File: config.mk
export PLATFORM = sky130hd
export DESIGN_NAME = base62_unique_id_generator_core
export DESIGN_NICKNAME = d
export VERILOG_FILES = /design/src/design/b62id_pkg.sv /design/src/design/base62_unique_id_generator_core.sv /design/src/design/b62id_fifo.sv /design/src/design/b62id_front.sv /design/src/design/b62id_conv.sv /design/src/design/b62id_emit.sv
export SDC_FILE = /design/constraint.sdc
export NUM_CORES = 1
export LEC_CHECK = 0
export BUFFER_PORTS_ARGS = -buffer_cell sky130_fd_sc_hd__buf_2
export CORE_MARGIN = 2
export CORE_UTILIZATION = 45
export DETAILED_ROUTE_END_ITERATION = 8
export GPL_ROUTABILITY_DRIVEN = 0
export PLACE_DENSITY = 0.59
export SLEW_MARGIN = 20
export SYNTH_ARGS = -nofsm -noshare
export SYNTH_HDL_FRONTEND = slang
export SYNTH_SLANG_ARGS = --single-unit
export TNS_END_PERCENT = 5
File: constraint.sdc
create_clock -name clk -period 13.21 [get_ports clk]
set_clock_uncertainty 0.05 [all_clocks]
set_input_delay 1.321 -clock clk [delete_from_list [all_inputs] [get_ports clk]]
set_output_delay 1.321 -clock clk [all_outputs]
set_load 0.05 [all_outputs]
File: src/design/b62id_pkg.sv
// ----------------------------------------------------------------------------
// b62id_pkg
// Shared types, field widths, command and register codes, and the base-62
// character map for the base-62 ID generator.
// ----------------------------------------------------------------------------
package b62id_pkg;

    localparam int SEQ_BITS    = 20;
    localparam int PREFIX_MAX  = 15;

    localparam int COUNT_W     = 64;
    localparam int TOTAL_W     = 32;
    localparam int SECS_W      = 44;
    localparam int IN_DATA_W   = 48;
    localparam int DIGIT_W     = 6;
    localparam int CHAR_W      = 8;
    localparam int OUT_DATA_W  = CHAR_W + TOTAL_W;
    localparam int PLEN_W      = 4;
    localparam int PHIGH_W     = 56;
    localparam int CFG_IDX_W   = 2;
    localparam int CFG_DATA_W  = 64;

    // Divide-by-62 unit: one 16-bit chunk of the dividend per cycle
    localparam int CHUNK_W     = 16;
    localparam int CHUNKS      = COUNT_W / CHUNK_W;
    localparam int CHUNK_IDX_W = $clog2(CHUNKS);
    localparam int DIVIN_W     = DIGIT_W + CHUNK_W;
    localparam int PROD_W      = 2 * DIVIN_W;
    localparam int RECIP_SHIFT = 27;
    // floor(2^27 / 62); estimate is exact or one low for 22-bit inputs
    localparam logic [DIVIN_W-1:0] RECIP = DIVIN_W'(2164802);
    localparam logic [DIGIT_W:0]   RADIX = 7'd62;

    localparam int QUEUE_DEPTH = 2;

    localparam logic CMD_SEED     = 1'b0;
    localparam logic CMD_GENERATE = 1'b1;

    localparam logic [CFG_IDX_W-1:0] CFG_PREFIX_LOW  = 2'd0;
    localparam logic [CFG_IDX_W-1:0] CFG_PREFIX_HIGH = 2'd1;
    localparam logic [CFG_IDX_W-1:0] CFG_PREFIX_LEN  = 2'd2;

    typedef struct packed {
        logic [COUNT_W-1:0] count;
        logic [TOTAL_W-1:0] total;
    } gen_job_t;

    typedef struct packed {
        logic [COUNT_W-1:0] prefix_low;
        logic [PHIGH_W-1:0] prefix_high;
        logic [PLEN_W-1:0]  prefix_len;
    } prefix_cfg_t;

    // 0-9, A-Z, a-z; codes 62 and 63 wrap around modulo 62
    function automatic logic [CHAR_W-1:0] digit_char(input logic [DIGIT_W-1:0] d);
        logic [CHAR_W-1:0] dx;
        logic [CHAR_W-1:0] c;
        dx = {2'b00, d};
        case (d) inside
            [6'd0:6'd9]:   c = 8'h30 + dx;
            [6'd10:6'd35]: c = 8'h41 + (dx - 8'd10);
            [6'd36:6'd61]: c = 8'h61 + (dx - 8'd36);
            default:       c = 8'h30 + (dx - 8'd62);
        endcase
        return c;
    endfunction

endpackage

File: src/design/base62_unique_id_generator_core.sv
// A generate transaction is converted to its base-62 digits (at most 11 for a 64-bit
//   counter) before its first character is shown.
// Each identifier emits at most MAX_ID_LEN characters, and the next job can be converted
//   while they are emitted; the divide-by-62 unit takes one 16-bit chunk per cycle.
// Seed transactions give no output.
// Reset clears counter, generated total, prefix registers and queues; no clearing pass.
// ----------------------------------------------------------------------------
// base62_unique_id_generator_core
// Top level: command front end, job queue, base-62 converter, character
// emitter and the prefix configuration registers.
// ----------------------------------------------------------------------------
module base62_unique_id_generator_core #(
    parameter int MAX_ID_LEN  = 32,
    parameter int DIGIT_SLOTS = 11
) (
    input  logic                                 clk,
    input  logic                                 rst_n,
    input  logic                                 s_tvalid,
    output logic                                 s_tready,
    input  logic [b62id_pkg::IN_DATA_W-1:0]      s_tdata,   // [43:0] seed_seconds
    input  logic                                 s_tuser,   // [0] cmd
    output logic                                 m_tvalid,
    input  logic                                 m_tready,
    output logic [b62id_pkg::OUT_DATA_W-1:0]     m_tdata,   // [7:0] char_code, [39:8] ids_generated
    output logic                                 m_tlast,   // is_last
    input  logic                                 cfg_valid,
    output logic                                 cfg_ready,
    input  logic [b62id_pkg::CFG_IDX_W-1:0]      cfg_index,
    input  logic [b62id_pkg::CFG_DATA_W-1:0]     cfg_data
);
    import b62id_pkg::*;

    localparam int NDIG_W = $clog2(DIGIT_SLOTS + 1);

    logic [COUNT_W-1:0]             prefix_low_reg;
    logic [PHIGH_W-1:0]             prefix_high_reg;
    logic [PLEN_W-1:0]              prefix_len_reg;
    prefix_cfg_t                    cfg;

    logic                           q_push, q_full, q_pop, q_empty;
    gen_job_t                       q_push_data, q_pop_data;

    logic                           cv_valid, cv_ready;
    logic [DIGIT_SLOTS*DIGIT_W-1:0] cv_digits;
    logic [NDIG_W-1:0]              cv_ndig;
    logic [TOTAL_W-1:0]             cv_total;

    assign cfg_ready = 1'b1;
    assign cfg       = '{prefix_low: prefix_low_reg, prefix_high: prefix_high_reg,
                         prefix_len: prefix_len_reg};

    always_ff @(posedge clk or negedge rst_n)
    begin
        if (!rst_n)
        begin
            prefix_low_reg  <= '0;
            prefix_high_reg <= '0;
            prefix_len_reg  <= '0;
        end
        else if (cfg_valid && cfg_ready)
        begin
            case (cfg_index)
                CFG_PREFIX_LOW:  prefix_low_reg  <= cfg_data;
                CFG_PREFIX_HIGH: prefix_high_reg <= cfg_data[PHIGH_W-1:0];
                CFG_PREFIX_LEN:  prefix_len_reg  <= cfg_data[PLEN_W-1:0];
                default:
                begin
                end
            endcase
        end
    end

    b62id_front u_front (
        .clk       (clk),
        .rst_n     (rst_n),
        .s_tvalid  (s_tvalid),
        .s_tready  (s_tready),
        .s_tdata   (s_tdata),
        .s_tuser   (s_tuser),
        .push      (q_push),
        .push_data (q_push_data),
        .full      (q_full)
    );

    b62id_fifo u_fifo (
        .clk       (clk),
        .rst_n     (rst_n),
        .push      (q_push),
        .push_data (q_push_data),
        .full      (q_full),
        .pop       (q_pop),
        .pop_data  (q_pop_data),
        .empty     (q_empty)
    );

    b62id_conv #(
        .DIGIT_SLOTS (DIGIT_SLOTS),
        .NDIG_W      (NDIG_W)
    ) u_conv (
        .clk        (clk),
        .rst_n      (rst_n),
        .job_empty  (q_empty),
        .job_pop    (q_pop),
        .job_data   (q_pop_data),
        .out_valid  (cv_valid),
        .out_ready  (cv_ready),
        .out_digits (cv_digits),
        .out_ndig   (cv_ndig),
        .out_total  (cv_total)
    );

    b62id_emit #(
        .MAX_ID_LEN  (MAX_ID_LEN),
        .DIGIT_SLOTS (DIGIT_SLOTS),
        .NDIG_W      (NDIG_W)
    ) u_emit (
        .clk       (clk),
        .rst_n     (rst_n),
        .cfg       (cfg),
        .in_valid  (cv_valid),
        .in_ready  (cv_ready),
        .in_digits (cv_digits),
        .in_ndig   (cv_ndig),
        .in_total  (cv_total),
        .m_tvalid  (m_tvalid),
        .m_tready  (m_tready),
        .m_tdata   (m_tdata),
        .m_tlast   (m_tlast)
    );

endmodule

File: src/design/b62id_fifo.sv
// ----------------------------------------------------------------------------
// b62id_fifo
// Small job queue between the command front end and the conversion back end.
// ----------------------------------------------------------------------------
module b62id_fifo (
    input  logic                clk,
    input  logic                rst_n,
    input  logic                push,
    input  b62id_pkg::gen_job_t push_data,
    output logic                full,
    input  logic                pop,
    output b62id_pkg::gen_job_t pop_data,
    output logic                empty
);
    import b62id_pkg::*;

    localparam int PTR_W = (QUEUE_DEPTH > 1) ? $clog2(QUEUE_DEPTH) : 1;
    localparam int CNT_W = $clog2(QUEUE_DEPTH + 1);

    gen_job_t         mem_reg [QUEUE_DEPTH];
    logic [PTR_W-1:0] wr_ptr_reg, wr_ptr_next;
    logic [PTR_W-1:0] rd_ptr_reg, rd_ptr_next;
    logic [CNT_W-1:0] count_reg, count_next;

    assign full     = (count_reg == CNT_W'(QUEUE_DEPTH));
    assign empty    = (count_reg == '0);
    assign pop_data = mem_reg[rd_ptr_reg];

    always_comb
    begin
        wr_ptr_next = wr_ptr_reg;
        rd_ptr_next = rd_ptr_reg;
        count_next  = count_reg;
        if (push)
        begin
            wr_ptr_next = (wr_ptr_reg == PTR_W'(QUEUE_DEPTH - 1)) ? '0 : wr_ptr_reg + 1'b1;
        end
        if (pop)
        begin
            rd_ptr_next = (rd_ptr_reg == PTR_W'(QUEUE_DEPTH - 1)) ? '0 : rd_ptr_reg + 1'b1;
        end
        if (push && !pop)
        begin
            count_next = count_reg + 1'b1;
        end
        else if (pop && !push)
        begin
            count_next = count_reg - 1'b1;
        end
    end

    always_ff @(posedge clk or negedge rst_n)
    begin
        if (!rst_n)
        begin
            wr_ptr_reg <= '0;
            rd_ptr_reg <= '0;
            count_reg  <= '0;
        end
        else
        begin
            wr_ptr_reg <= wr_ptr_next;
            rd_ptr_reg <= rd_ptr_next;
            count_reg  <= count_next;
        end
    end

    always_ff @(posedge clk)
    begin
        if (push)
        begin
            mem_reg[wr_ptr_reg] <= push_data;
        end
    end

    push_not_full: assert property (@(posedge clk) disable iff (!rst_n)
        push |-> (!full || pop))
        else $error("job queue overflow");

endmodule

File: src/design/b62id_front.sv
// ----------------------------------------------------------------------------
// b62id_front
// Accepts command transactions, keeps the ID counter and generated total,
// and queues one job per generate command.
// ----------------------------------------------------------------------------
module b62id_front (
    input  logic                                clk,
    input  logic                                rst_n,
    input  logic                                s_tvalid,
    output logic                                s_tready,
    input  logic [b62id_pkg::IN_DATA_W-1:0]     s_tdata,   // [43:0] seed_seconds
    input  logic                                s_tuser,   // [0] cmd
    output logic                                push,
    output b62id_pkg::gen_job_t                 push_data,
    input  logic                                full
);
    import b62id_pkg::*;

    logic [COUNT_W-1:0] count_reg, count_next;
    logic [TOTAL_W-1:0] total_reg, total_next;
    logic [COUNT_W-1:0] count_inc;
    logic [TOTAL_W-1:0] total_inc;
    logic               accept;

    assign s_tready  = !full;
    assign accept    = s_tvalid && s_tready;
    assign count_inc = count_reg + 64'd1;
    assign total_inc = total_reg + 32'd1;
    assign push_data = '{count: count_inc, total: total_inc};

    always_comb
    begin
        count_next = count_reg;
        total_next = total_reg;
        push       = 1'b0;
        if (accept)
        begin
            if (s_tuser == CMD_GENERATE)
            begin
                count_next = count_inc;
                total_next = total_inc;
                push       = 1'b1;
            end
            else
            begin
                count_next = COUNT_W'(s_tdata[SECS_W-1:0]) << SEQ_BITS;
                total_next = '0;
            end
        end
    end

    always_ff @(posedge clk or negedge rst_n)
    begin
        if (!rst_n)
        begin
            count_reg <= '0;
            total_reg <= '0;
        end
        else
        begin
            count_reg <= count_next;
            total_reg <= total_next;
        end
    end

endmodule

File: src/design/b62id_conv.sv
// ----------------------------------------------------------------------------
// b62id_conv
// Base-62 conversion: repeated divide-by-62 of the counter, one 16-bit chunk
// per cycle, collecting remainders least significant digit first.
// ----------------------------------------------------------------------------
module b62id_conv #(
    parameter int DIGIT_SLOTS = 11,
    parameter int NDIG_W      = $clog2(DIGIT_SLOTS + 1)
) (
    input  logic                                      clk,
    input  logic                                      rst_n,
    input  logic                                      job_empty,
    output logic                                      job_pop,
    input  b62id_pkg::gen_job_t                       job_data,
    output logic                                      out_valid,
    input  logic                                      out_ready,
    output logic [DIGIT_SLOTS*b62id_pkg::DIGIT_W-1:0] out_digits,
    output logic [NDIG_W-1:0]                         out_ndig,
    output logic [b62id_pkg::TOTAL_W-1:0]             out_total
);
    import b62id_pkg::*;

    localparam int DIDX_W = $clog2(DIGIT_SLOTS);

    localparam logic [1:0] ST_IDLE = 2'd0;
    localparam logic [1:0] ST_RUN  = 2'd1;
    localparam logic [1:0] ST_DONE = 2'd2;

    logic [1:0]             state_reg, state_next;
    logic [CHUNK_IDX_W-1:0] chunk_reg, chunk_next;
    logic [NDIG_W-1:0]      ndig_reg, ndig_next;
    logic [DIGIT_W-1:0]     r_reg, r_next;
    logic [COUNT_W-1:0]     n_reg, n_next;
    logic [TOTAL_W-1:0]     total_reg, total_next;
    logic [DIGIT_W-1:0]     dbuf_reg [DIGIT_SLOTS];
    logic                   dig_we;

    logic [DIVIN_W-1:0]     x;
    logic [PROD_W-1:0]      prod;
    logic [CHUNK_W-1:0]     q_est, q_fix;
    logic [DIVIN_W:0]       mul62, r_full;
    logic [DIGIT_W:0]       r7;
    logic [DIGIT_W-1:0]     r_fix;
    logic [COUNT_W-1:0]     n_step;

    // One long-division step: {remainder, chunk} / 62 via reciprocal + fixup
    always_comb
    begin
        x      = {r_reg, n_reg[chunk_reg*CHUNK_W +: CHUNK_W]};
        prod   = PROD_W'(x) * PROD_W'(RECIP);
        q_est  = prod[RECIP_SHIFT +: CHUNK_W];
        mul62  = (DIVIN_W+1)'({q_est, 6'b0}) - (DIVIN_W+1)'({q_est, 1'b0});
        r_full = (DIVIN_W+1)'(x) - mul62;
        r7     = r_full[DIGIT_W:0];
        if (r7 >= RADIX)
        begin
            q_fix = q_est + 16'd1;
            r_fix = DIGIT_W'(r7 - RADIX);
        end
        else
        begin
            q_fix = q_est;
            r_fix = r7[DIGIT_W-1:0];
        end
        n_step = n_reg;
        n_step[chunk_reg*CHUNK_W +: CHUNK_W] = q_fix;
    end

    always_comb
    begin
        state_next = state_reg;
        chunk_next = chunk_reg;
        ndig_next  = ndig_reg;
        r_next     = r_reg;
        n_next     = n_reg;
        total_next = total_reg;
        job_pop    = 1'b0;
        dig_we     = 1'b0;
        case (state_reg)
            ST_IDLE:
            begin
                if (!job_empty)
                begin
                    job_pop    = 1'b1;
                    n_next     = job_data.count;
                    total_next = job_data.total;
                    r_next     = '0;
                    chunk_next = CHUNK_IDX_W'(CHUNKS - 1);
                    ndig_next  = '0;
                    state_next = ST_RUN;
                end
            end
            ST_RUN:
            begin
                n_next = n_step;
                r_next = r_fix;
                if (chunk_reg == '0)
                begin
                    // Quotient complete: remainder is the next digit
                    dig_we     = 1'b1;
                    r_next     = '0;
                    chunk_next = CHUNK_IDX_W'(CHUNKS - 1);
                    ndig_next  = ndig_reg + 1'b1;
                    if ((n_step == '0) || (ndig_reg == NDIG_W'(DIGIT_SLOTS - 1)))
                    begin
                        state_next = ST_DONE;
                    end
                end
                else
                begin
                    chunk_next = chunk_reg - 1'b1;
                end
            end
            ST_DONE:
            begin
                if (out_ready)
                begin
                    state_next = ST_IDLE;
                end
            end
            default:
            begin
                state_next = ST_IDLE;
            end
        endcase
    end

    always_ff @(posedge clk or negedge rst_n)
    begin
        if (!rst_n)
        begin
            state_reg <= ST_IDLE;
            chunk_reg <= '0;
            ndig_reg  <= '0;
            r_reg     <= '0;
        end
        else
        begin
            state_reg <= state_next;
            chunk_reg <= chunk_next;
            ndig_reg  <= ndig_next;
            r_reg     <= r_next;
        end
    end

    always_ff @(posedge clk)
    begin
        n_reg     <= n_next;
        total_reg <= total_next;
        if (dig_we)
        begin
            dbuf_reg[ndig_reg[DIDX_W-1:0]] <= r_fix;
        end
    end

    always_comb
    begin
        for (int i = 0; i < DIGIT_SLOTS; i++)
        begin
            out_digits[i*DIGIT_W +: DIGIT_W] = dbuf_reg[i];
        end
    end

    assign out_valid = (state_reg == ST_DONE);
    assign out_ndig  = ndig_reg;
    assign out_total = total_reg;

    rem_in_range: assert property (@(posedge clk) disable iff (!rst_n)
        (state_reg == ST_RUN) |-> (r_reg < RADIX[DIGIT_W-1:0]))
        else $error("partial remainder out of range");

    ndig_bound: assert property (@(posedge clk) disable iff (!rst_n)
        (state_reg == ST_DONE) |-> ((ndig_reg != '0) && (ndig_reg <= NDIG_W'(DIGIT_SLOTS))))
        else $error("digit count out of range");

endmodule

File: src/design/b62id_emit.sv
// ----------------------------------------------------------------------------
// b62id_emit
// Character emitter: prefix bytes, then digits most significant first,
// truncated to the maximum length, through a registered output stage.
// ----------------------------------------------------------------------------
module b62id_emit #(
    parameter int MAX_ID_LEN  = 32,
    parameter int DIGIT_SLOTS = 11,
    parameter int NDIG_W      = $clog2(DIGIT_SLOTS + 1)
) (
    input  logic                                      clk,
    input  logic                                      rst_n,
    input  b62id_pkg::prefix_cfg_t                    cfg,
    input  logic                                      in_valid,
    output logic                                      in_ready,
    input  logic [DIGIT_SLOTS*b62id_pkg::DIGIT_W-1:0] in_digits,
    input  logic [NDIG_W-1:0]                         in_ndig,
    input  logic [b62id_pkg::TOTAL_W-1:0]             in_total,
    output logic                                      m_tvalid,
    input  logic                                      m_tready,
    output logic [b62id_pkg::OUT_DATA_W-1:0]          m_tdata,
    output logic                                      m_tlast
);
    import b62id_pkg::*;

    localparam int DIDX_W = $clog2(DIGIT_SLOTS);
    localparam int SUM_W  = $clog2(MAX_ID_LEN + PREFIX_MAX + DIGIT_SLOTS + 1);

    logic                 active_reg, active_next;
    logic [SUM_W-1:0]     pos_reg, pos_next;
    logic [SUM_W-1:0]     last_pos_reg, last_pos_next;
    logic [PLEN_W-1:0]    plen_reg, plen_next;
    logic [DIDX_W-1:0]    didx_reg, didx_next;
    logic [DIGIT_W-1:0]   dig_reg [DIGIT_SLOTS];
    logic [TOTAL_W-1:0]   total_reg;

    logic                 mvalid_reg, mvalid_next;
    logic [CHAR_W-1:0]    mchar_reg, mchar_next;
    logic                 mlast_reg, mlast_next;
    logic [TOTAL_W-1:0]   mtotal_reg;

    logic                 load;
    logic                 adv;
    logic [PLEN_W-1:0]    plen_eff;
    logic [SUM_W-1:0]     id_len_raw;
    logic [SUM_W-1:0]     id_len;
    logic [127:0]         prefix_vec;
    logic                 in_prefix;

    assign in_ready   = !active_reg;
    assign load       = in_valid && !active_reg;
    assign adv        = active_reg && (!mvalid_reg || m_tready);
    assign plen_eff   = (cfg.prefix_len > PLEN_W'(PREFIX_MAX)) ? PLEN_W'(PREFIX_MAX)
                                                               : cfg.prefix_len;
    assign id_len_raw = SUM_W'(plen_eff) + SUM_W'(in_ndig);
    assign id_len     = (id_len_raw > SUM_W'(MAX_ID_LEN)) ? SUM_W'(MAX_ID_LEN) : id_len_raw;
    assign prefix_vec = {8'h00, cfg.prefix_high, cfg.prefix_low};
    assign in_prefix  = (pos_reg < SUM_W'(plen_reg));

    always_comb
    begin
        active_next   = active_reg;
        pos_next      = pos_reg;
        last_pos_next = last_pos_reg;
        plen_next     = plen_reg;
        didx_next     = didx_reg;
        mvalid_next   = mvalid_reg;
        mchar_next    = mchar_reg;
        mlast_next    = mlast_reg;
        if (load)
        begin
            active_next   = 1'b1;
            pos_next      = '0;
            last_pos_next = id_len - 1'b1;
            plen_next     = plen_eff;
            didx_next     = in_ndig[DIDX_W-1:0] - 1'b1;
        end
        if (adv)
        begin
            mvalid_next = 1'b1;
            mlast_next  = (pos_reg == last_pos_reg);
            if (in_prefix)
            begin
                mchar_next = prefix_vec[pos_reg[3:0]*CHAR_W +: CHAR_W];
            end
            else
            begin
                mchar_next = digit_char(dig_reg[didx_reg]);
                didx_next  = didx_reg - 1'b1;
            end
            pos_next = pos_reg + 1'b1;
            if (pos_reg == last_pos_reg)
            begin
                active_next = 1'b0;
            end
        end
        else if (m_tready)
        begin
            mvalid_next = 1'b0;
        end
    end

    always_ff @(posedge clk or negedge rst_n)
    begin
        if (!rst_n)
        begin
            active_reg   <= 1'b0;
            pos_reg      <= '0;
            last_pos_reg <= '0;
            plen_reg     <= '0;
            didx_reg     <= '0;
            mvalid_reg   <= 1'b0;
            mlast_reg    <= 1'b0;
        end
        else
        begin
            active_reg   <= active_next;
            pos_reg      <= pos_next;
            last_pos_reg <= last_pos_next;
            plen_reg     <= plen_next;
            didx_reg     <= didx_next;
            mvalid_reg   <= mvalid_next;
            mlast_reg    <= mlast_next;
        end
    end

    always_ff @(posedge clk)
    begin
        mchar_reg <= mchar_next;
        if (adv)
        begin
            mtotal_reg <= total_reg;
        end
        if (load)
        begin
            total_reg <= in_total;
            for (int i = 0; i < DIGIT_SLOTS; i++)
            begin
                dig_reg[i] <= in_digits[i*DIGIT_W +: DIGIT_W];
            end
        end
    end

    assign m_tvalid = mvalid_reg;
    assign m_tdata  = {mtotal_reg, mchar_reg};
    assign m_tlast  = mlast_reg;

    pos_within_len: assert property (@(posedge clk) disable iff (!rst_n)
        active_reg |-> ((pos_reg <= last_pos_reg) && (last_pos_reg < SUM_W'(MAX_ID_LEN))))
        else $error("emit position beyond identifier length");

    last_ends_id: assert property (@(posedge clk) disable iff (!rst_n)
        (adv && (pos_reg == last_pos_reg)) |=> !active_reg)
        else $error("emitter still busy after final character");

endmodule
# After elaboration in Yosys (flattened, before gate mapping)

Memory sizes are Yosys's and may differ from the RTL's.
Cells that the tools add are included.

Word-level logic and storage cells: 163
Memories: 3
Memory bits (writable): 324
Output and inout port bits: 44
Register bits: 429

Memory list:

| memory          | words | bits a word | rd ports | clocked after memory_dff | wr ports | line             | source |
|---|---|---|---|---|---|---|---|
| u_fifo.mem_reg  | 2     | 96          | 1        | 0                        | 1        | b62id_fifo.sv:20 | `gen_job_t mem_reg [QUEUE_DEPTH];` |
| u_conv.dbuf_reg | 11    | 6           | 11       | 0                        | 1        | b62id_conv.sv:35 | `logic [DIGIT_W-1:0] dbuf_reg [DIGIT_SLOTS];` |
| u_emit.dig_reg  | 11    | 6           | 1        | 0                        | 11       | b62id_emit.sv:34 | `logic [DIGIT_W-1:0] dig_reg [DIGIT_SLOTS];` |

Add/sub/neg operators: 25
Equality and inequality tests: 11
Multipliers: 1
$lt $le $gt $ge: 10
Muxes and demuxes: 53
Bitwise gates (word level): 1
Reductions and logical operators: 31
Shift operators: 4

Operator list:

| operator                   | number |
|---|---|
| $mux W64                   | 2 |
| $pmux W64 S2               | 1 |
| $shiftx A128 B8 Y8         | 1 |
| $add A64 B1 Y64 const B    | 1 |
| $bwmux W64                 | 1 |
| $logic_not A64 Y1          | 1 |
| $shift A16 B34 Y64 const A | 1 |
| $shiftx A16 B34 Y64        | 1 |
| $shiftx A64 B7 Y16         | 1 |
| $mul A22 B21 Y42 const B   | 1 |
| $mux W6                    | 6 |
| $neg A6 Y34                | 1 |
| $add A32 B1 Y32 const B    | 1 |
| $mux W32                   | 1 |
| $mux W8                    | 4 |
| $mux W4                    | 6 |
| $mux W1                    | 19 |
| $add A16 B1 Y16 const B    | 1 |
| $add A7 B8 Y8 const A      | 2 |
| $mux W16                   | 1 |
| $mux W2                    | 8 |
| $sub A6 B6 Y7 const B      | 2 |
| $sub A7 B7 Y7              | 2 |
| $le A6 B6 Y1 const B       | 2 |
| other kinds (39)           | 69 |

# Longest topological paths before layout

Gate-level depths: netlist of the first run.

Word-level depth: 13
Mapped depth: 39
Mapped depth without buffers: 35

# Modules after synthesis

A second synthesis of the first run with hierarchy kept.

Cells, all modules: 3212
Area total of the unflattened synthesis: 40168.5 sq um

By module, submodules not included:

| module                          | cells each | times used | area an instance (sq um) |
|---|---|---|---|
| b62id_conv                      | 1200       | 1          | 12941.2 |
| b62id_emit                      | 564        | 1          | 8141.6 |
| b62id_fifo                      | 315        | 1          | 7231.9 |
| b62id_front                     | 867        | 1          | 7188.1 |
| base62_unique_id_generator_core | 266        | 1          | 4665.7 |

# Worst setup path after synthesis of the first run

Ideal clock, no wire load.

Kind: reg-to-reg
Start: reg u_conv.chunk_reg[0]
End: reg u_conv.state_reg[0]
Setup slack: 3757 ps
Library setup time: 127 ps
Cell stages (with the launch flop): 35
Data required time: 13033 ps
Period minus slack after synthesis: 9453 ps
Arrival: 9276 ps
Cells stage by stage: dfrtp_1 buf_4 buf_1 mux4_2 ha_1 ha_1 fa_1 fa_1 fa_1 ha_1 ha_1 a21oi_1 nand3b_1 a2111oi_4 a21oi_1 xor2_1 inv_1 ha_1 inv_1 ha_1 o21ai_0 a21oi_1 o22ai_1 xnor2_4 a211oi_1 and3_1 clkbuf_1 nor4b_1 xor2_1 o21ai_0 o211a_1 nand4_1 nor4_1 nand4_1 a311o_1

Longest elaborated chain between the ends: 12
Elaborated cells between the ends (all ways): 17
Those cells by class: add/sub (4); mul (1); order compare (1); eq/ne (2); shift (3); mux (2); reduce/logical (4)

Ends and longest elaborated chain:

| item                          | line              | source |
|---|---|---|
| start, declared               | b62id_conv.sv:30  | `logic [CHUNK_IDX_W-1:0] chunk_reg, chunk_next;` |
| start signal, assigned        | b62id_conv.sv:140 | `chunk_reg <= chunk_next;` |
| $shiftx A64 B7 Y16            | b62id_conv.sv:49  | `x = {r_reg, n_reg[chunk_reg*CHUNK_W +: CHUNK_W]};` |
| $mul A22 B21 Y42              | b62id_conv.sv:50  | `prod = PROD_W'(x) * PROD_W'(RECIP);` |
| $sub A7 B7 Y7                 | b62id_conv.sv:52  | `mul62 = (DIVIN_W+1)'({q_est, 6'b0}) - (DIVIN_W+1)'({q_est, 1'b0});` |
| $sub A7 B7 Y7                 | b62id_conv.sv:53  | `r_full = (DIVIN_W+1)'(x) - mul62;` |
| $ge A7 B6 Y1                  | b62id_conv.sv:55  | `if (r7 >= RADIX)` |
| $mux W16                      | b62id_conv.sv:55  |  |
| $shiftx A16 B34 Y64           | b62id_conv.sv:66  | `n_step[chunk_reg*CHUNK_W +: CHUNK_W] = q_fix;` |
| $bwmux W64                    | b62id_conv.sv:66  |  |
| $logic_not A64 Y1             | b62id_conv.sv:104 | `if ((n_step == '0) \|\| (ndig_reg == NDIG_W'(DIGIT_SLOTS - 1)))` |
| $logic_or A1 B1 Y1            | b62id_conv.sv:104 |  |
| $ne A2 B1 Y1 (no line)        | --                |  |
| $reduce_and A4 Y1 (no line) * | --                |  |
| end signal, assigned          | b62id_conv.sv:139 | `state_reg <= state_next;` |
| end, declared                 | b62id_conv.sv:29  | `logic [1:0] state_reg, state_next;` |

Mark *: on every way between the ends. The rest lies on a longest branch, timed or not.
A chain may end at the register's enable or synchronous reset.

# Final worst setup path of the first run

Ends and elaborated chain as after synthesis.

==> impl_metrics.yaml, run 1 <==
status:
  outcome: "finished, final reports clean"
finish:
  final_core_utilization: 0.512
  area_delta_synth_final_pct: 12.5
  fillers: 7163
  nets: 3452
  largest_reg_flops: 192
  layout-drive-gt1-share: 0.192
floorplan:
  ios: 164
  start_util: 0.455
  die_width_microns: 295
  num_rows: 106
  core_area_sq_um: 83700
  die_area_sq_um: 87000
  dieHeight_microns: 295
clock_tree:
  post-cts-setup-buffers: 0
  cts_root_buf: "clkbuf_16"
  ctsLongestPathBuffers: 3
  cts_resized: 0
  clock_sinks: 753
  worstSkewPairLatency_ns: 0.65
  cts_tree: "yes"
  postCtsHoldBufs: 0
  cts_buffers: 81
  htreeDepth: 3
  cts.clk_slew.worst_paths_ns: 0.06
sta:
  worst_pin_slew_ns: 1.16
  period_needed_ns: 11.09
  final_hold_viol_count: 0
  slew_viol_final: 0
  fmax_mhz: 90.2
  period_share: 0.840
  fin_setup_tns_ns: 0
  setup_viol: 0
  slew_headroom: 0.222
  rsz0062_at_grt: "false"
drt:
  wl_per_cell_microns: 20.8
  drt_first_pass_iters: 5
  vias_per_cell: 5.67
  drc: 0
  drt_iter0_markers: 1905
  ant_nets: 0
  vias: 24400
  routed_wl_microns: 89400
worst_setup_path:
  crit_arrival_ns: 11.52
  rr_worst_depth: 32
  r2r_setup_slack_ns: 2.12
  max_stage_delay_ns: 0.75
  crit_required_ns: 13.64
  crit_top_cell: "ha_1"
  critical_path.endpoint_type: "flip-flop"
  slowest_stage: "dfrtp_1"
  reg2reg_to: "u_conv.state_reg[0]"
  critical_path_class: "flip-flop to flip-flop"
  start_kind: "flip-flop"
  r2r_start: "u_conv.chunk_reg[0]"
  crit_fanout: 12
synthesis:
  ys_warn_count: 0
  syn_nets: 3313
  synth_edf_count: 492
  async_flop_share: 0.347
  syn-cell-area_sq_um: 38100
  syn-instance-count: 2962
  synth_area_per_cell_sq_um: 12.9
  ys_types: 97
  synth_seq_area_share: 0.560
  synth_flop_cell: "edfxtp_1"
  ys_seq_elements: 753
grt:
  grt_pass1_vias: 24700
  grt_pass1_wl_microns: 140000
  grt_use_total: 0.205
  antenna_found_initial: 1
  grt_max_degree: 138
  overflow: 0
placed_design:
  port_buffers: 158
  dp_hpwl_microns: 62300
run:
  drv_cap: 0
hold_path:
  hold_class: "flip-flop to flip-flop"
  hold_path.startpoint: "u_conv.dbuf_reg[3][2]"
  holdPathEnd: "u_emit.dig_reg[3][2]"
  whs_path_depth: 0
==> cells in the final DEF, fill, tap and decap left out, types with 23 or more instances in the layout <==
cell / Yosys / layout
xnor2_1: 108 / 106
edfxtp_1: 492 / 492
inv_1: 133 / 129
nand2_1: 268 / 267
o21ai_0: 163 / 163
a21oi_1: 119 / 117
a22o_1: 23 / 23
buf_2: 5 / 156
dfrtp_1: 261 / 259
a211oi_1: 25 / 25
ha_1: 196 / 196
nand3_1: 82 / 82
a221oi_1: 26 / 26
mux2_2: 165 / 165
nand4_1: 30 / 30
xor2_1: 51 / 51
fa_1: 35 / 35
nor3_1: 29 / 29
mux4_2: 65 / 65
mux2i_1: 101 / 101
nor2_1: 121 / 120
clkbuf_16: 0 / 81
o31ai_1: 26 / 26
buf_4: 5 / 33
==> cell usage after synthesis, types with 21 or more instances <==
master    number  area, sq um
a211oi_1      25          188
a21oi_1      119          596
a221oi_1      26          228
a22o_1        23          201
and3_1        22          138
clkbuf_1     108          405
dfrtp_1      261         6530
edfxtp_1     492        14800
fa_1          35          701
ha_1         196         2450
inv_1        133          499
mux2_2       165         1860
mux2i_1      101         1010
mux4_2        65         1460
nand2_1      268         1010
nand3_1       82          410
nand4_1       30          188
nor2_1       121          454
nor3_1        29          145
nor4_1        21          131
o21ai_0      163          816
o31ai_1       26          195
xnor2_1      108          946
xor2_1        51          447
==> worst max-delay path, delay by kind of cell, from the launching register on <==
| family | cells | cell delay (ns) |
|---|---|---|
| adders and majority gates | 9 | 3.61 |
| and+or+nand+nor | 9 | 2.16 |
| AOI/OAI and AO/OA | 6 | 1.57 |
| xor gates and xnor gates | 3 | 1.48 |
| DFF | 1 | 0.75 |
| muxes | 2 | 0.73 |
| buffers and inverters | 3 | 0.56 |
==> stage by stage <==
stage | hold WS, ns | cells | worst slack, ns | area (sq um)
after floorplan | 0.350 | 2962 | 3.76 | 38100
after global placement | 0.350 | 4150 | 2.38 | 40100
after detailed placement | 0.355 | 4150 | 2.32 | 40100
after CTS | 0.343 | 4300 | 2.25 | 42800
after global routing | 0.348 | 4303 | 1.50 | 42900
final | 0.344 | 4303 | 2.12 | 42900
==> kinds of logic (layout without fill, tap and decap cells) <==
logic type,Yosys count,in the layout,share of synthesized area
DFF,753,753,0.560
and+or+nand+nor,683,683,0.0866
AOI/OAI and AO/OA,526,526,0.0899
muxes,333,333,0.115
buffers and inverters,273,479,0.0279
adders and majority gates,231,231,0.0828
xor gates and xnor gates,162,162,0.0384
other,1,2,0.0000985
==> final cells by class <==
cell class	instances	area, sq um	area share
Sequential cell	753	21300	0.497
Antenna cell	1	2.50	0.0000584
Timing Repair Buffer	192	1100	0.0256
Tap cell	1134	1420	0.0331
Clock inverter	39	484	0.0113
Inverter	137	523	0.0122
Clock buffer	111	2220	0.0518
Multi-Input combinational cell	1936	15800	0.369
==> per-layer routing <==
| metal | global-route usage | wire [microns] | vias to the layer above |
|---|---|---|---|
| li1 | - | - | 11300 |
| met1 | 0.280 | 39000 | 12300 |
| met2 | 0.342 | 43800 | 670 |
| met3 | 0.0300 | 4520 | 147 |
| met4 | 0.0585 | 2090 | 0 |
| met5 | 0 | 0 | - |
==> worst max path at each step <==
stage | start | end | cells after the start
global route | u_conv.chunk_reg[0] | u_conv.state_reg[0] | 32
global placement | u_conv.chunk_reg[0] | u_conv.state_reg[0] | 32
floorplan | u_conv.chunk_reg[0] | u_conv.state_reg[0] | 34
CTS | u_conv.chunk_reg[0] | u_conv.state_reg[0] | 31
detailed placement | u_conv.chunk_reg[0] | u_conv.state_reg[0] | 31
finish | u_conv.chunk_reg[0] | u_conv.state_reg[0] | 32
Power of run 1 is not shown: default switching activity piles up to over one toggle a cycle in this logic, so the estimate is an artifact.
==> inputs of run 2 (changes only) <==
--- a/config.mk
+++ b/config.mk
@@ -5,12 +5,13 @@
 export SDC_FILE = /design/constraint.sdc
 export NUM_CORES = 1
 export LEC_CHECK = 0
+export ABC_AREA = 1
 export BUFFER_PORTS_ARGS = -buffer_cell sky130_fd_sc_hd__buf_2
 export CORE_MARGIN = 2
 export CORE_UTILIZATION = 45
 export DETAILED_ROUTE_END_ITERATION = 8
 export GPL_ROUTABILITY_DRIVEN = 0
-export PLACE_DENSITY = 0.59
+export PLACE_DENSITY = 0.62
 export SLEW_MARGIN = 20
 export SYNTH_ARGS = -nofsm -noshare
 export SYNTH_HDL_FRONTEND = slang
==> constraint.sdc (replaced) <==
create_clock -name clk -period 9.9 [get_ports clk]
set_clock_uncertainty 0.05 [all_clocks]
set_input_delay 0.99 -clock clk [delete_from_list [all_inputs] [get_ports clk]]
set_output_delay 0.99 -clock clk [all_outputs]
set_load 0.05 [all_outputs]
==> impl_metrics.yaml, run 2 <==
status:
  outcome: "finished, final reports clean"
worst_setup_path:
  slowest_stage: "fa_1"
  max_stage_delay_ns: 0.55
  crit_required_ns: 10.32
  crit_top_cell: "nand2_1"
  critical_path.endpoint_type: "flip-flop"
  critical_path_class: "flip-flop to flip-flop"
  crit_arrival_ns: 9.62
  start_kind: "flip-flop"
  crit_fanout: 50
finish:
  largest_reg_flops: 192
  n_antenna_cell: 0
  fillers: 7959
  finalInstanceArea_sq_um: 44200
  layout.cells.most_common: "nand2_1"
  final_cell_mix: "nand2_1 (987), inv_1 (495), edfxtp_1 (492)"
  layout-drive-gt1-share: 0.0970
  area_delta_synth_final_pct: 12.6
  nets: 4687
hold_path:
  hold_class: "input port to asynchronous set/reset pin"
sta:
  worst_pin_slew_ns: 1.13
  fin_setup_tns_ns: 0
  slew_headroom: 0.239
  fmax_mhz: 109
  period_needed_ns: 9.21
  period_share: 0.930
  whs_ns: 0.204
  setup_viol: 0
  slew_viol_final: 0
  rsz0062_at_grt: "false"
  final_hold_viol_count: 0
clock_tree:
  cts_buffers: 81
  htreeDepth: 3
  cts.clk_slew.worst_paths_ns: 0.06
  worstSkewPairLatency_ns: 0.65
  cts_resized: 0
  cts_tree: "yes"
  post-cts-setup-buffers: 0
  cts_root_buf: "clkbuf_16"
  clock_sinks: 753
  ctsLongestPathBuffers: 3
  postCtsHoldBufs: 0
drt:
  vias_per_cell: 5.26
  routed_wl_microns: 99100
  wl_met1_microns: 44300
  ant_nets: 0
  top_layer: "met4"
  wl_met3_microns: 5600
  drc: 0
  wl_met2_microns: 46000
  vias: 29300
  drt_first_pass_iters: 6
  wl_per_cell_microns: 17.8
  drt_iter0_markers: 2463
synthesis:
  synth_flop_cell: "edfxtp_1"
  ys_warn_count: 0
  synth_top_family_by_area: "simple AND/OR/NAND/NOR gates"
  synth_simple_gate_area_frac: 0.186
  yosys.area.top_type: "edfxtp_1"
  yosys.area_share.adder: 0.0802
  synthMuxAreaShare: 0.00662
  synth-compound-area-share: 0.0942
  yosysMostFrequentCell: "nand2_1"
  synth_edf_count: 492
  syn-cell-area_sq_um: 39300
  ys_seq_elements: 753
  ys_types: 65
  syn-instance-count: 4192
  synth_area_per_cell_sq_um: 9.37
  synth_xor_area_frac: 0.0260
  synth_common_cells: "nand2_1 (988), inv_1 (498), edfxtp_1 (492)"
  syn_nets: 4543
  synth.top_cell.area_share: 0.376
  synth_seq_area_share: 0.542
  async_flop_share: 0.347
  synth_area_leaders: "edfxtp_1 (38%), dfrtp_1 (17%), nand2_1 (9.4%), ha_1 (6.2%), inv_1 (4.8%)"
floorplan:
  ios: 164
  dieHeight_microns: 299
  num_rows: 108
  core_area_sq_um: 86600
  die_width_microns: 299
  start_util: 0.454
  die_area_sq_um: 89700
grt:
  grt_pass1_wl_microns: 155000
  antenna_found_initial: 0
  grt_max_degree: 128
  overflow: 0
  grt_use_total: 0.220
  grt_pass1_vias: 28100
placed_design:
  dp_hpwl_microns: 71200
  placed_area_sq_um: 41500
  port_buffers: 158
run:
  drv_cap: 0
[run 2: cell count changes in the layout (fill, tap and decap cells not counted), moves of 77 or more]
cell	delta
mux2_2	-157
nor2_1	+276
mux2i_1	-84
inv_1	+366
o21ai_0	+190
nand2_1	+720
xnor2_1	-93
o22ai_1	+77
[run 2: final cells by class]
cell class | count | area, sq um | area share
clock buffer | 105 | 2210 | 0.0499
clock inverter | 46 | 485 | 0.0110
inverter | 514 | 1930 | 0.0436
multi-input combinational | 2768 | 15500 | 0.351
sequential | 753 | 21300 | 0.482
tap | 1155 | 1450 | 0.0327
timing repair buffer | 218 | 1330 | 0.0300
[run 2: routing by layer]
| layer | GRT usage | vias up |
|---|---|---|
| li1 | - | 14400 |
| met1 | 0.306 | 13800 |
| met5 | 0 | - |
| met4 | 0.0699 | 0 |
| met3 | 0.0318 | 164 |
| met2 | 0.358 | 906 |
[run 2: kinds of logic (layout without fill, tap and decap cells)]
family | after synthesis | in the layout
buf+inv | 671 | 883
mux | 25 | 25
compound gates | 651 | 651
flops | 753 | 753
other cells | 1 | 1
simple gates | 1744 | 1744
fa+ha+maj | 231 | 231
xor+xnor | 116 | 116
[run 2: path summary, 6_finish.rpt]
kind	from	end	slack, ns	depth (start not counted)
worst max-delay path	u_conv.chunk_reg[0]	u_conv.state_reg[0]	0.69	40
worst min-delay path	rst_n	prefix_low_reg[60]	0.20	1
worst max register to register	u_conv.chunk_reg[0]	u_conv.state_reg[0]	0.69	40
worst min register to register	u_conv.out_total[5]	u_emit.total_reg[5]	0.36	0
max in group asynchronous	rst_n	u_front.count_reg[54]	8.32	2
min in group clk	u_conv.out_total[5]	u_emit.total_reg[5]	0.36	0
[run 2: critical path: cells and delay by family (launching register included)]
family / cells / cell delay [ns]
simple gates: 21 / 2.68
flops: 1 / 0.35
fa+ha+maj: 9 / 3.59
xor+xnor: 1 / 0.28
buf+inv: 4 / 0.86
compound gates: 5 / 1.18
[run 2: through the flow]
stage / std cells / util / setup slack [ns]
2_1_floorplan: 4192 / - / 1.81
3_3_place_gp: 5407 / 0.479 / 0.935
3_5_place_dp: 5407 / 0.479 / 0.938
4_1_cts: 5558 / 0.510 / 0.825
5_1_grt: 5559 / 0.511 / 0.154
6_report: 5559 / 0.511 / 0.695
Power of run 2 is left out for the same reason.
